--- src/hdl/cholesky_linear_solver_macros.svh ---
// Assertion helpers for the solver controller.
// Each macro expects signals named clk and rst_n in the enclosing module.
`ifndef CHOLESKY_LINEAR_SOLVER_MACROS_SVH
`define CHOLESKY_LINEAR_SOLVER_MACROS_SVH

// Same-cycle implication, disabled while reset is active.
`define CHOL_ASSERT_IMP(lbl, ante, cons, msg) \
    lbl: assert property (@(posedge clk) disable iff (!rst_n) (ante) |-> (cons)) \
        else $error(msg);

// Next-cycle implication, disabled while reset is active.
`define CHOL_ASSERT_NXT(lbl, ante, cons, msg) \
    lbl: assert property (@(posedge clk) disable iff (!rst_n) (ante) |=> (cons)) \
        else $error(msg);

`endif

--- src/hdl/chol_pkg.sv ---
package chol_pkg;

    localparam int MAX_N     = 16;
    localparam int IDX_W     = $clog2(MAX_N);
    localparam int N_W       = IDX_W + 1;
    localparam int ADDR_W    = 2 * IDX_W;
    localparam int MAT_DEPTH = 1 << ADDR_W;
    localparam int Q_W       = 32;
    localparam int ACC_W     = 64;
    localparam int CFG_W     = 5;
    localparam int ST_W      = 2;

    localparam logic [Q_W-1:0]          Q_MAX    = 32'h7FFF_FFFF;
    localparam logic [Q_W-1:0]          Q_MIN    = 32'h8000_0000;
    localparam logic signed [ACC_W-1:0] NUM_LIM  = 64'sd70368744177664;
    localparam logic signed [ACC_W-1:0] SQRT_LIM = 64'sd281474976710655;

    // Result status codes.
    localparam logic [ST_W-1:0] STATUS_OK      = 2'd0;
    localparam logic [ST_W-1:0] STATUS_NOT_SYM = 2'd1;
    localparam logic [ST_W-1:0] STATUS_NOT_PD  = 2'd2;

    // Which solve pass the sequencer is in.
    typedef enum logic [1:0] {
        PH_FAC = 2'd0,
        PH_FWD = 2'd1,
        PH_BCK = 2'd2
    } phase_t;

    // Commands from the controller to the datapath.
    typedef struct packed {
        logic              coeff_we;
        logic [ADDR_W-1:0] c_waddr;
        logic              rhs_we;
        logic [IDX_W-1:0]  r_waddr;
        logic [ADDR_W-1:0] c_raddr0;
        logic [ADDR_W-1:0] c_raddr1;
        logic [ADDR_W-1:0] f_raddr0;
        logic [ADDR_W-1:0] f_raddr1;
        logic [IDX_W-1:0]  r_raddr;
        logic [IDX_W-1:0]  w_raddr0;
        logic [IDX_W-1:0]  w_raddr1;
        phase_t            phase;
        logic              acc_load;
        logic              mul_en;
        logic              acc_sub;
        logic              sqrt_start;
        logic              div_start;
        logic              fac_we;
        logic              fac_wsel_sqrt;
        logic [ADDR_W-1:0] f_waddr;
        logic              work_we;
        logic [IDX_W-1:0]  w_waddr;
        logic              out_load;
        logic              out_zero;
        logic [IDX_W-1:0]  out_index;
        logic [ST_W-1:0]   out_status;
        logic              out_last;
    } cmd_t;

    // Status from the datapath to the controller.
    typedef struct packed {
        logic sym_eq;
        logic acc_nonpos;
        logic unit_busy;
        logic out_free;
    } sts_t;

endpackage

--- src/hdl/chol_ctrl.sv ---
`include "cholesky_linear_solver_macros.svh"

module chol_ctrl
    import chol_pkg::*;
(
    input  logic             clk,
    input  logic             rst_n,
    input  logic             in_valid,
    output logic             in_stall,
    input  logic             cfg_valid,
    output logic             cfg_ready,
    input  logic [CFG_W-1:0] cfg_data,
    input  sts_t             sts,
    output cmd_t             cmd
);

    typedef enum logic [13:0] {
        S_LOAD    = 14'b00000000000001,
        S_SYM_RD  = 14'b00000000000010,
        S_SYM_CMP = 14'b00000000000100,
        S_BASE    = 14'b00000000001000,
        S_ACC0    = 14'b00000000010000,
        S_MRD     = 14'b00000000100000,
        S_MUL     = 14'b00000001000000,
        S_SUB     = 14'b00000010000000,
        S_END     = 14'b00000100000000,
        S_DIV     = 14'b00001000000000,
        S_WAIT    = 14'b00010000000000,
        S_OUT_RD  = 14'b00100000000000,
        S_OUT_WR  = 14'b01000000000000,
        S_ERR     = 14'b10000000000000
    } state_t;

    state_t           state_reg, state_next;
    phase_t           phase_reg, phase_next;
    logic [N_W-1:0]   i_reg, i_next, j_reg, j_next, k_reg, k_next;
    logic [CFG_W-1:0] size_reg;
    logic [ST_W-1:0]  err_reg, err_next;
    logic [N_W-1:0]   n_eff, k_start, k_end;
    logic [IDX_W-1:0] ii, jj, kk;
    logic             accept;

    // Effective system size: zero acts as one, oversize as the maximum.
    always_comb
    begin
        if (size_reg == '0)
        begin
            n_eff = N_W'(1);
        end
        else if (size_reg > CFG_W'(MAX_N))
        begin
            n_eff = N_W'(MAX_N);
        end
        else
        begin
            n_eff = N_W'(size_reg);
        end
    end

    // A size write takes priority over a load transaction in the same cycle.
    assign ii        = i_reg[IDX_W-1:0];
    assign jj        = j_reg[IDX_W-1:0];
    assign kk        = k_reg[IDX_W-1:0];
    assign cfg_ready = 1'b1;
    assign in_stall  = (state_reg != S_LOAD) || cfg_valid;
    assign accept    = in_valid && !in_stall;

    // Inner product range for each pass.
    always_comb
    begin
        case (phase_reg)
            PH_FAC:
            begin
                k_start = '0;
                k_end   = j_reg;
            end
            PH_FWD:
            begin
                k_start = '0;
                k_end   = i_reg;
            end
            default:
            begin
                k_start = i_reg + N_W'(1);
                k_end   = n_eff;
            end
        endcase
    end

    // Sequencer and command decode.
    always_comb
    begin
        state_next = state_reg;
        phase_next = phase_reg;
        i_next     = i_reg;
        j_next     = j_reg;
        k_next     = k_reg;
        err_next   = err_reg;
        cmd        = '0;

        // Addresses follow the loop counters.
        cmd.c_waddr   = {ii, jj};
        cmd.r_waddr   = ii;
        cmd.c_raddr0  = {ii, jj};
        cmd.c_raddr1  = {jj, ii};
        cmd.f_raddr0  = (phase_reg == PH_BCK) ? {kk, ii} : {ii, kk};
        cmd.f_raddr1  = {jj, kk};
        cmd.r_raddr   = ii;
        cmd.w_raddr0  = ii;
        cmd.w_raddr1  = kk;
        cmd.phase     = phase_reg;
        cmd.f_waddr   = {ii, jj};
        cmd.w_waddr   = ii;
        cmd.out_index = ii;

        case (state_reg)
            S_LOAD:
            begin
                if (accept)
                begin
                    cmd.coeff_we = (j_reg < n_eff);
                    cmd.rhs_we   = (j_reg == n_eff);
                    if (j_reg == n_eff)
                    begin
                        j_next = '0;
                        if (i_reg + N_W'(1) == n_eff)
                        begin
                            i_next     = '0;
                            state_next = S_SYM_RD;
                        end
                        else
                        begin
                            i_next = i_reg + N_W'(1);
                        end
                    end
                    else
                    begin
                        j_next = j_reg + N_W'(1);
                    end
                end
            end
            S_SYM_RD:
            begin
                state_next = S_SYM_CMP;
            end
            S_SYM_CMP:
            begin
                if (!sts.sym_eq)
                begin
                    err_next   = STATUS_NOT_SYM;
                    state_next = S_ERR;
                end
                else if (j_reg + N_W'(1) == n_eff)
                begin
                    j_next = '0;
                    if (i_reg + N_W'(1) == n_eff)
                    begin
                        i_next     = '0;
                        phase_next = PH_FAC;
                        state_next = S_BASE;
                    end
                    else
                    begin
                        i_next     = i_reg + N_W'(1);
                        state_next = S_SYM_RD;
                    end
                end
                else
                begin
                    j_next     = j_reg + N_W'(1);
                    state_next = S_SYM_RD;
                end
            end
            S_BASE:
            begin
                state_next = S_ACC0;
            end
            S_ACC0:
            begin
                cmd.acc_load = 1'b1;
                k_next       = k_start;
                state_next   = (k_start < k_end) ? S_MRD : S_END;
            end
            S_MRD:
            begin
                state_next = S_MUL;
            end
            S_MUL:
            begin
                cmd.mul_en = 1'b1;
                state_next = S_SUB;
            end
            S_SUB:
            begin
                cmd.acc_sub = 1'b1;
                k_next      = k_reg + N_W'(1);
                state_next  = (k_reg + N_W'(1) < k_end) ? S_MRD : S_END;
            end
            S_END:
            begin
                // Read the diagonal divisor.
                cmd.f_raddr1 = (phase_reg == PH_FAC) ? {jj, jj} : {ii, ii};
                if (phase_reg == PH_FAC && i_reg == j_reg)
                begin
                    if (sts.acc_nonpos)
                    begin
                        err_next   = STATUS_NOT_PD;
                        state_next = S_ERR;
                    end
                    else
                    begin
                        cmd.sqrt_start = 1'b1;
                        state_next     = S_WAIT;
                    end
                end
                else
                begin
                    state_next = S_DIV;
                end
            end
            S_DIV:
            begin
                cmd.div_start = 1'b1;
                state_next    = S_WAIT;
            end
            S_WAIT:
            begin
                if (!sts.unit_busy)
                begin
                    state_next = S_BASE;
                    case (phase_reg)
                        PH_FAC:
                        begin
                            cmd.fac_we        = 1'b1;
                            cmd.fac_wsel_sqrt = (i_reg == j_reg);
                            if (j_reg < i_reg)
                            begin
                                j_next = j_reg + N_W'(1);
                            end
                            else
                            begin
                                j_next = '0;
                                if (i_reg + N_W'(1) == n_eff)
                                begin
                                    i_next     = '0;
                                    phase_next = PH_FWD;
                                end
                                else
                                begin
                                    i_next = i_reg + N_W'(1);
                                end
                            end
                        end
                        PH_FWD:
                        begin
                            cmd.work_we = 1'b1;
                            if (i_reg + N_W'(1) == n_eff)
                            begin
                                i_next     = n_eff - N_W'(1);
                                phase_next = PH_BCK;
                            end
                            else
                            begin
                                i_next = i_reg + N_W'(1);
                            end
                        end
                        default:
                        begin
                            cmd.work_we = 1'b1;
                            if (i_reg == '0)
                            begin
                                state_next = S_OUT_RD;
                            end
                            else
                            begin
                                i_next = i_reg - N_W'(1);
                            end
                        end
                    endcase
                end
            end
            S_OUT_RD:
            begin
                state_next = S_OUT_WR;
            end
            S_OUT_WR:
            begin
                if (sts.out_free)
                begin
                    cmd.out_load   = 1'b1;
                    cmd.out_status = STATUS_OK;
                    cmd.out_last   = (i_reg + N_W'(1) == n_eff);
                    if (i_reg + N_W'(1) == n_eff)
                    begin
                        i_next     = '0;
                        j_next     = '0;
                        state_next = S_LOAD;
                    end
                    else
                    begin
                        i_next     = i_reg + N_W'(1);
                        state_next = S_OUT_RD;
                    end
                end
            end
            S_ERR:
            begin
                cmd.out_index = '0;
                if (sts.out_free)
                begin
                    cmd.out_load   = 1'b1;
                    cmd.out_zero   = 1'b1;
                    cmd.out_status = err_reg;
                    cmd.out_last   = 1'b1;
                    i_next         = '0;
                    j_next         = '0;
                    state_next     = S_LOAD;
                end
            end
            default:
            begin
                state_next = S_LOAD;
            end
        endcase
    end

    // Control registers. A size write restarts the load.
    always_ff @(posedge clk or negedge rst_n)
    begin
        if (!rst_n)
        begin
            state_reg <= S_LOAD;
            phase_reg <= PH_FAC;
            i_reg     <= '0;
            j_reg     <= '0;
            k_reg     <= '0;
            err_reg   <= STATUS_OK;
            size_reg  <= CFG_W'(MAX_N);
        end
        else if (cfg_valid)
        begin
            size_reg  <= cfg_data;
            state_reg <= S_LOAD;
            i_reg     <= '0;
            j_reg     <= '0;
        end
        else
        begin
            state_reg <= state_next;
            phase_reg <= phase_next;
            i_reg     <= i_next;
            j_reg     <= j_next;
            k_reg     <= k_next;
            err_reg   <= err_next;
        end
    end

    // Checks on the controller and datapath interplay.
    `CHOL_ASSERT_IMP(a_out_free, cmd.out_load, sts.out_free, "result loaded into a full output register")
    `CHOL_ASSERT_NXT(a_unit_start, cmd.sqrt_start || cmd.div_start, sts.unit_busy, "arithmetic unit did not start")
    `CHOL_ASSERT_IMP(a_write_done, cmd.fac_we || cmd.work_we, !sts.unit_busy, "result written before unit finished")

endmodule

--- config.mk ---
export PLATFORM = sky130hd
export DESIGN_NAME = chol_ctrl
export DESIGN_NICKNAME = d
export VERILOG_FILES = /design/src/hdl/chol_pkg.sv /design/src/hdl/chol_ctrl.sv
export VERILOG_INCLUDE_DIRS = /design/src /design/src/hdl
export SDC_FILE = /design/constraint.sdc
export NUM_CORES = 1
export LEC_CHECK = 0
export ABC_CLOCK_PERIOD_IN_PS = 4100
export BUFFER_PORTS_ARGS = -buffer_cell sky130_fd_sc_hd__buf_2
export CAP_MARGIN = 0
export CORE_MARGIN = 2
export CORE_UTILIZATION = 42
export DETAILED_ROUTE_END_ITERATION = 6
export HOLD_SLACK_MARGIN = 0.06
export PLACE_DENSITY = 0.73
export SYNTH_ARGS = -nofsm -noshare
export SYNTH_HDL_FRONTEND = slang
export SYNTH_SLANG_ARGS = --single-unit
export TNS_END_PERCENT = 1
--- constraint.sdc ---
create_clock -name clk -period 4.1 [get_ports clk]
set_clock_uncertainty 0.05 [all_clocks]
set_input_delay 0.205 -clock clk [delete_from_list [all_inputs] [get_ports clk]]
set_output_delay 0.205 -clock clk [all_outputs]
set_load 0.01 [all_outputs]
### Word-level counts from Yosys, hierarchy flattened

Index checks and enable logic that the tools add are counted.

* $add $sub $neg: 5
* order comparisons: 5
* equal/unequal tests: 44
* muxes and demuxes: 88
* bitwise gates (word level): 1
* reduce and logical (&&, ||, !) cells: 18

Operators by type and width (number)
* one-hot mux 14 bit (14 select lines): 1
* 2-to-1 mux 14 bit: 11
* 2-to-1 mux 5 bit: 26
* one-hot mux 5 bit (5 select lines): 2
* != test 3 bit (second input constant): 14
* 2-to-1 mux 12 bit: 3
* one-hot mux 5 bit (2 select lines): 3
* 2-to-1 mux 2 bit: 14
* 2-to-1 mux 8 bit: 3
* equality test 5 bit: 4
* less-than comparator 5 bit: 4
* AND reduction 10 bit: 2
* 2-to-1 mux 9 bit: 2
* 2-to-1 mux 1 bit: 16
* adder 5 x 1 -> 5 bit (second input constant): 3
* equality test 14 x 1 -> 1 bit (second input constant): 1
* equality test 14 x 10 -> 1 bit (second input constant): 1
* equality test 14 x 11 -> 1 bit (second input constant): 1
* equality test 14 x 12 -> 1 bit (second input constant): 1
* equality test 14 x 13 -> 1 bit (second input constant): 1
* equality test 14 bit (second input constant): 1
* equality test 14 x 2 -> 1 bit (second input constant): 1
* equality test 14 x 3 -> 1 bit (second input constant): 1
* equality test 14 x 4 -> 1 bit (second input constant): 1
* 31 further kinds: 44

* bits in registers: 38
* input port bits: 13
* output and inout bits: 91
* logic and storage cells: 168

### Longest topological paths before layout

* depth in word-level cells: 10
* depth in mapped cells: 13
* mapped depth without buffers: 11

### Worst setup path before layout

Ideal clock, no wire load.

* path kind: register -> register
* start point: register phase_reg[1]
* end point: register state_reg[8]
* library setup time: 116 ps
* arrival: 3042 ps
* required time: 3934 ps
* setup slack: 892 ps
* cell stages (with the launch flop): 13
* path buffers: 3
* period minus slack after synthesis: 3208 ps
* cell sequence: dfrtp_1 > clkbuf_1 > clkbuf_1 > buf_1 > o21ai_0 > ha_1 > or3b_2 > o22a_1 > a31o_2 > a31o_2 > a21oi_1 > o32a_1 > nor2_1

* longest elaborated chain between the ends: 7
* elaborated cells on any way between the ends: 15
* those cells by class: order compare (2); eq/ne (1); mux (9); reduce/logical (3)

RTL lines
* from (decl): RTL line chol_ctrl.sv:35 `phase_t phase_reg, phase_next;`
* from (signal assigned): RTL line chol_ctrl.sv:350 `phase_reg <= phase_next;`
* equality test 2 x 1 -> 1 bit / zero test 2 bit (equally long branches): RTL line chol_ctrl.sv:71, chol_ctrl.sv:231, chol_ctrl.sv:203
* OR reduction 2 bit (no source line)
* 2-to-1 mux 5 bit: RTL line chol_ctrl.sv:71 `case (phase_reg)`
* less-than comparator 5 bit: RTL line chol_ctrl.sv:182 `state_next = (k_start < k_end) ? S_MRD : S_END;`
* 2-to-1 mux 9 bit: RTL line chol_ctrl.sv:182
* one-hot mux 14 bit (14 select lines) (*): RTL line chol_ctrl.sv:116 `case (state_reg)`
* 2-to-1 mux 14 bit (*): RTL line chol_ctrl.sv:340 `else if (cfg_valid)`
* to (signal assigned): RTL line chol_ctrl.sv:349 `state_reg <= state_next;`
* to (decl): RTL line chol_ctrl.sv:34 `state_t state_reg, state_next;`

Every way passes the cells marked *; elsewhere a longest branch is shown, timed or not. The select of a mux whose other input is x is not followed.
A chain may end at the register's enable or synchronous reset.

==> metrics.md <==
| Metric | Value |
|---|---|
| Total negative slack | `0 ns` |
| Mean area per synthesized cell | `8.03 um2` |
| CTS tree | `built` |
| YS warnings | `0` |
| Port Buffers | `102` |
| Largest stage delay, worst path | `between 0.6 and 0.7 ns` |
| Synth area leaders | `dfrtp_1 (21%), buf_4 (9.6%), ha_1 (6.1%)` |
| Setup Buffers After CTS | `0` |
| # resized after CTS | `0` |
| Cell count after synthesis | `between 500 and 600` |
| Clock H-tree levels | `2` |
| First-pass GRT wire length | `~21000 um` |
| Sequential share of the synthesized area | `22.2%` |
| Initial antenna violation count | `0` |
| Rel. slew slack | `36.4%` |
| Startpoint types | `flip-flop` |
| Predominant post-synthesis flop cell | `dfrtp_1` |
| Fin crit share | `between 80 and 90%` |
| Critical path type | `reg -> out` |
| Final std cells w/o fill | `between 600 and 700` |
| Worst Path Required | `approximately 3.9 ns` |
| Worst Path Arrival | `approximately 3.3 ns` |
| Pre-antenna DRT Iters | `5` |
| Synth area leader | `dfrtp_1` |
| Synth Cell Area | `between 4000 and 5000 um2` |
| Ports | `104` |
| Core Area | `approximately 10000 um2` |
| Vias in the first global route | `between 3000 and 4000` |
| Die Y | `between 100 and 150 um` |
| CP endpoint kind | `output port` |
| Power Density | `roughly 520 nW/um2` |
| Vias | `4107` |
| Max VDD drop | `roughly 220 uV` |
| Initial DRC count | `about 390` |
| Num CTS Buffers | `5` |
| Slew @ Worst Pin | `roughly 0.95 ns` |
| Die Area | `around 11000 um2` |
| Drt drc | `0` |
| Final Critical Period | `roughly 3.5 ns` |
| Max clock buf depth | `2` |
| Crit-path cells | `clkinv_1 > ha_1 > xnor2_1 > nand3_1 > and3_1 > a211oi_2 > nor2b_1 > nor2_1 > nor2_1 > buf_2` |
| Clock Latency Late Sink | `about 0.3 ns` |
| Max FFs per register | `14` |
| Gpl congestion | `0.979` |
| Max Clk Rate | `between 200 and 300 MHz` |
| Vias per inst | `5.88` |
| DP HPWL | `10100 um` |
| Total wire length | `13300 um` |
| NumNets Final | `~600` |
| RSZ-0062 raised after global routing | `no` |
| Number of flops mapped to enable cells by yosys | `0` |
| Post-synth ARST share | `100%` |
| Max Slew Vio Count | `0` |
| Status | `finished, final reports clean` |
| Final Hold Fails | `0` |
| ANT cells | `0` |
| Die Wd | `between 100 and 150 um` |
| WL/cell | `19.0 um` |
| Area share of the largest cell type after synthesis | `between 20% and 30%` |
| Dpl cells | `690` |
| GR peak layer | `met2` |
| Largest net degree at the start of global routing | `39` |
| Maxcap violations | `0` |
| GR met1 Demand/Resource | `approximately 34%` |
| Met3 usage | `between 3 and 4%` |
| Clock transition at the registers of the reported paths | `0.09 ns` |
| Hold buffer count at cts | `1` |
| Flops & latches, synth | `38` |
| # clock sinks | `38` |
| Total gr overflow | `0` |
| # rows | `36` |
| Leakage | `between 2 and 2.5 nW` |
| Clock root cell | `clkbuf_8` |
| Post-route ant nets | `0` |
| Worst path most repeated cell | `nor2_1` |
| Grt met2 use | `between 30% and 40%` |
| Share of layout cells above drive strength 1 | `27.7%` |
| Max FO, Critical Path | `18` |
| Final setup fails | `0` |
| Area grow syn2layout | `5.89%` |
| Final core occ | `between 40% and 50%` |
| CP max-delay cell | `dfrtp_1` |
| Syn Nets | `~570` |
| Hold Path Class | `in -> reg` |
| Fillers | `~1000` |
| All-Layer GR Usage | `between 20% and 30%` |
| Initial core utilization | `a little over two fifths` |
| Netlist cell types | `between 80 and 90` |
path summary, 6_finish.rpt:
path	from	slack, ns	to	depth (start not counted)
setup / recovery	i_reg[0]	0.58	cmd[0]	10
hold / removal	cfg_data[4]	0.08	size_reg[4]	3
setup reg to reg	i_reg[0]	0.67	state_reg[6]	9
hold reg to reg	k_reg[4]	0.47	k_reg[4]	2
max in group asynchronous	rst_n	2.86	size_reg[0]	2
min in group asynchronous	rst_n	0.55	state_reg[4]	2
worst max-delay path, delay by kind of cell (launching register included):
kind,cells,cell delay (ns)
AND/OR/NAND/NOR,5,0.76
flip-flops,1,0.69
adder cells (fa/ha/maj),1,0.44
buffers and inverters,2,0.51
XOR/XNOR,1,0.18
AO/OA/AOI/OAI,1,0.39
synth_stat cells (all sizes together), types with 6 or more instances:
library cell,instances
mux2i,12
nand2,49
xor2,7
nor2,46
clkbuf,17
nor4,8
xnor2,16
dfrtp,36
and3,9
a21oi,12
o21ai,38
nor2b,6
nand2b,8
nor3,13
and2,8
nand4,10
a31o,8
nand3,19
a211oi,6
o21a,6
inv,23
mux2,10
buf,70
ha,21
power by group:
group / switching [mW] / total, mW / internal [mW]
sequential: 0.177 / 0.609 / 0.432
combinational: 0.845 / 1.46 / 0.610
clock: 0.147 / 0.283 / 0.136
final cells by class:
type                    instances  area [um2]  share of cell area [%]
clock buffers                   7        86.3                    1.90
clock inverters                 1        5.00                   0.110
inverters                      24        90.1                    1.98
multi-input cells             385        2660                    58.6
flip-flops and latches         38         953                    21.0
well taps                     133         166                    3.66
repair buffers                111         581                    12.8
logic make-up (layout without fill, tap and decap cells):
family,count (synthesis),count (layout),synth area share [%]
AOI/OAI and AO/OA,114,114,19.4
xor gates and xnor gates,24,24,5.22
adders and majority gates,21,21,6.13
buffers and inverters,111,143,15.8
DFF,38,38,22.2
muxes,22,22,5.43
other,1,1,0.0875
and+or+nand+nor,203,203,25.8
per-layer routing:
metal	vias to the layer above	share of wire, %
li1	1925	-
met1	1978	45
met2	182	46
met3	22	7.1
met4	0	2.2
met5	-	0
layout by cell type (no fill, tap or decap), types with 5 or more instances in the layout:
master,n
xor2_1,7
o211ai_1,5
nand3_1,19
o21ai_0,36
nor2_1,45
o21a_1,6
nor3_1,13
and2_1,8
xnor2_1,16
nand4_1,10
dfrtp_1,36
buf_2,102
and3_1,8
or4_1,5
inv_1,22
mux2_2,10
buf_4,8
a31o_2,7
nand2_1,49
ha_1,21
clkbuf_8,6
nor2b_1,6
mux2i_1,12
nand2b_1,7
nor4_1,5
a21oi_1,12
metrics by stage:
step | hold slack [ns] | area (um2) | worst slack [ns] | total power [mW]
after floorplan | -0.141 | 4290 | 0.892 | 1.84
after global placement | 0.333 | 4440 | 0.920 | 2.01
after detailed placement | 0.353 | 4440 | 0.741 | 2.05
after CTS | 0.0714 | 4540 | 0.607 | 2.33
after global routing | 0.0952 | 4540 | 0.312 | 2.52
final | 0.0786 | 4540 | 0.575 | 2.35
Power figures use the tool's default switching activity.
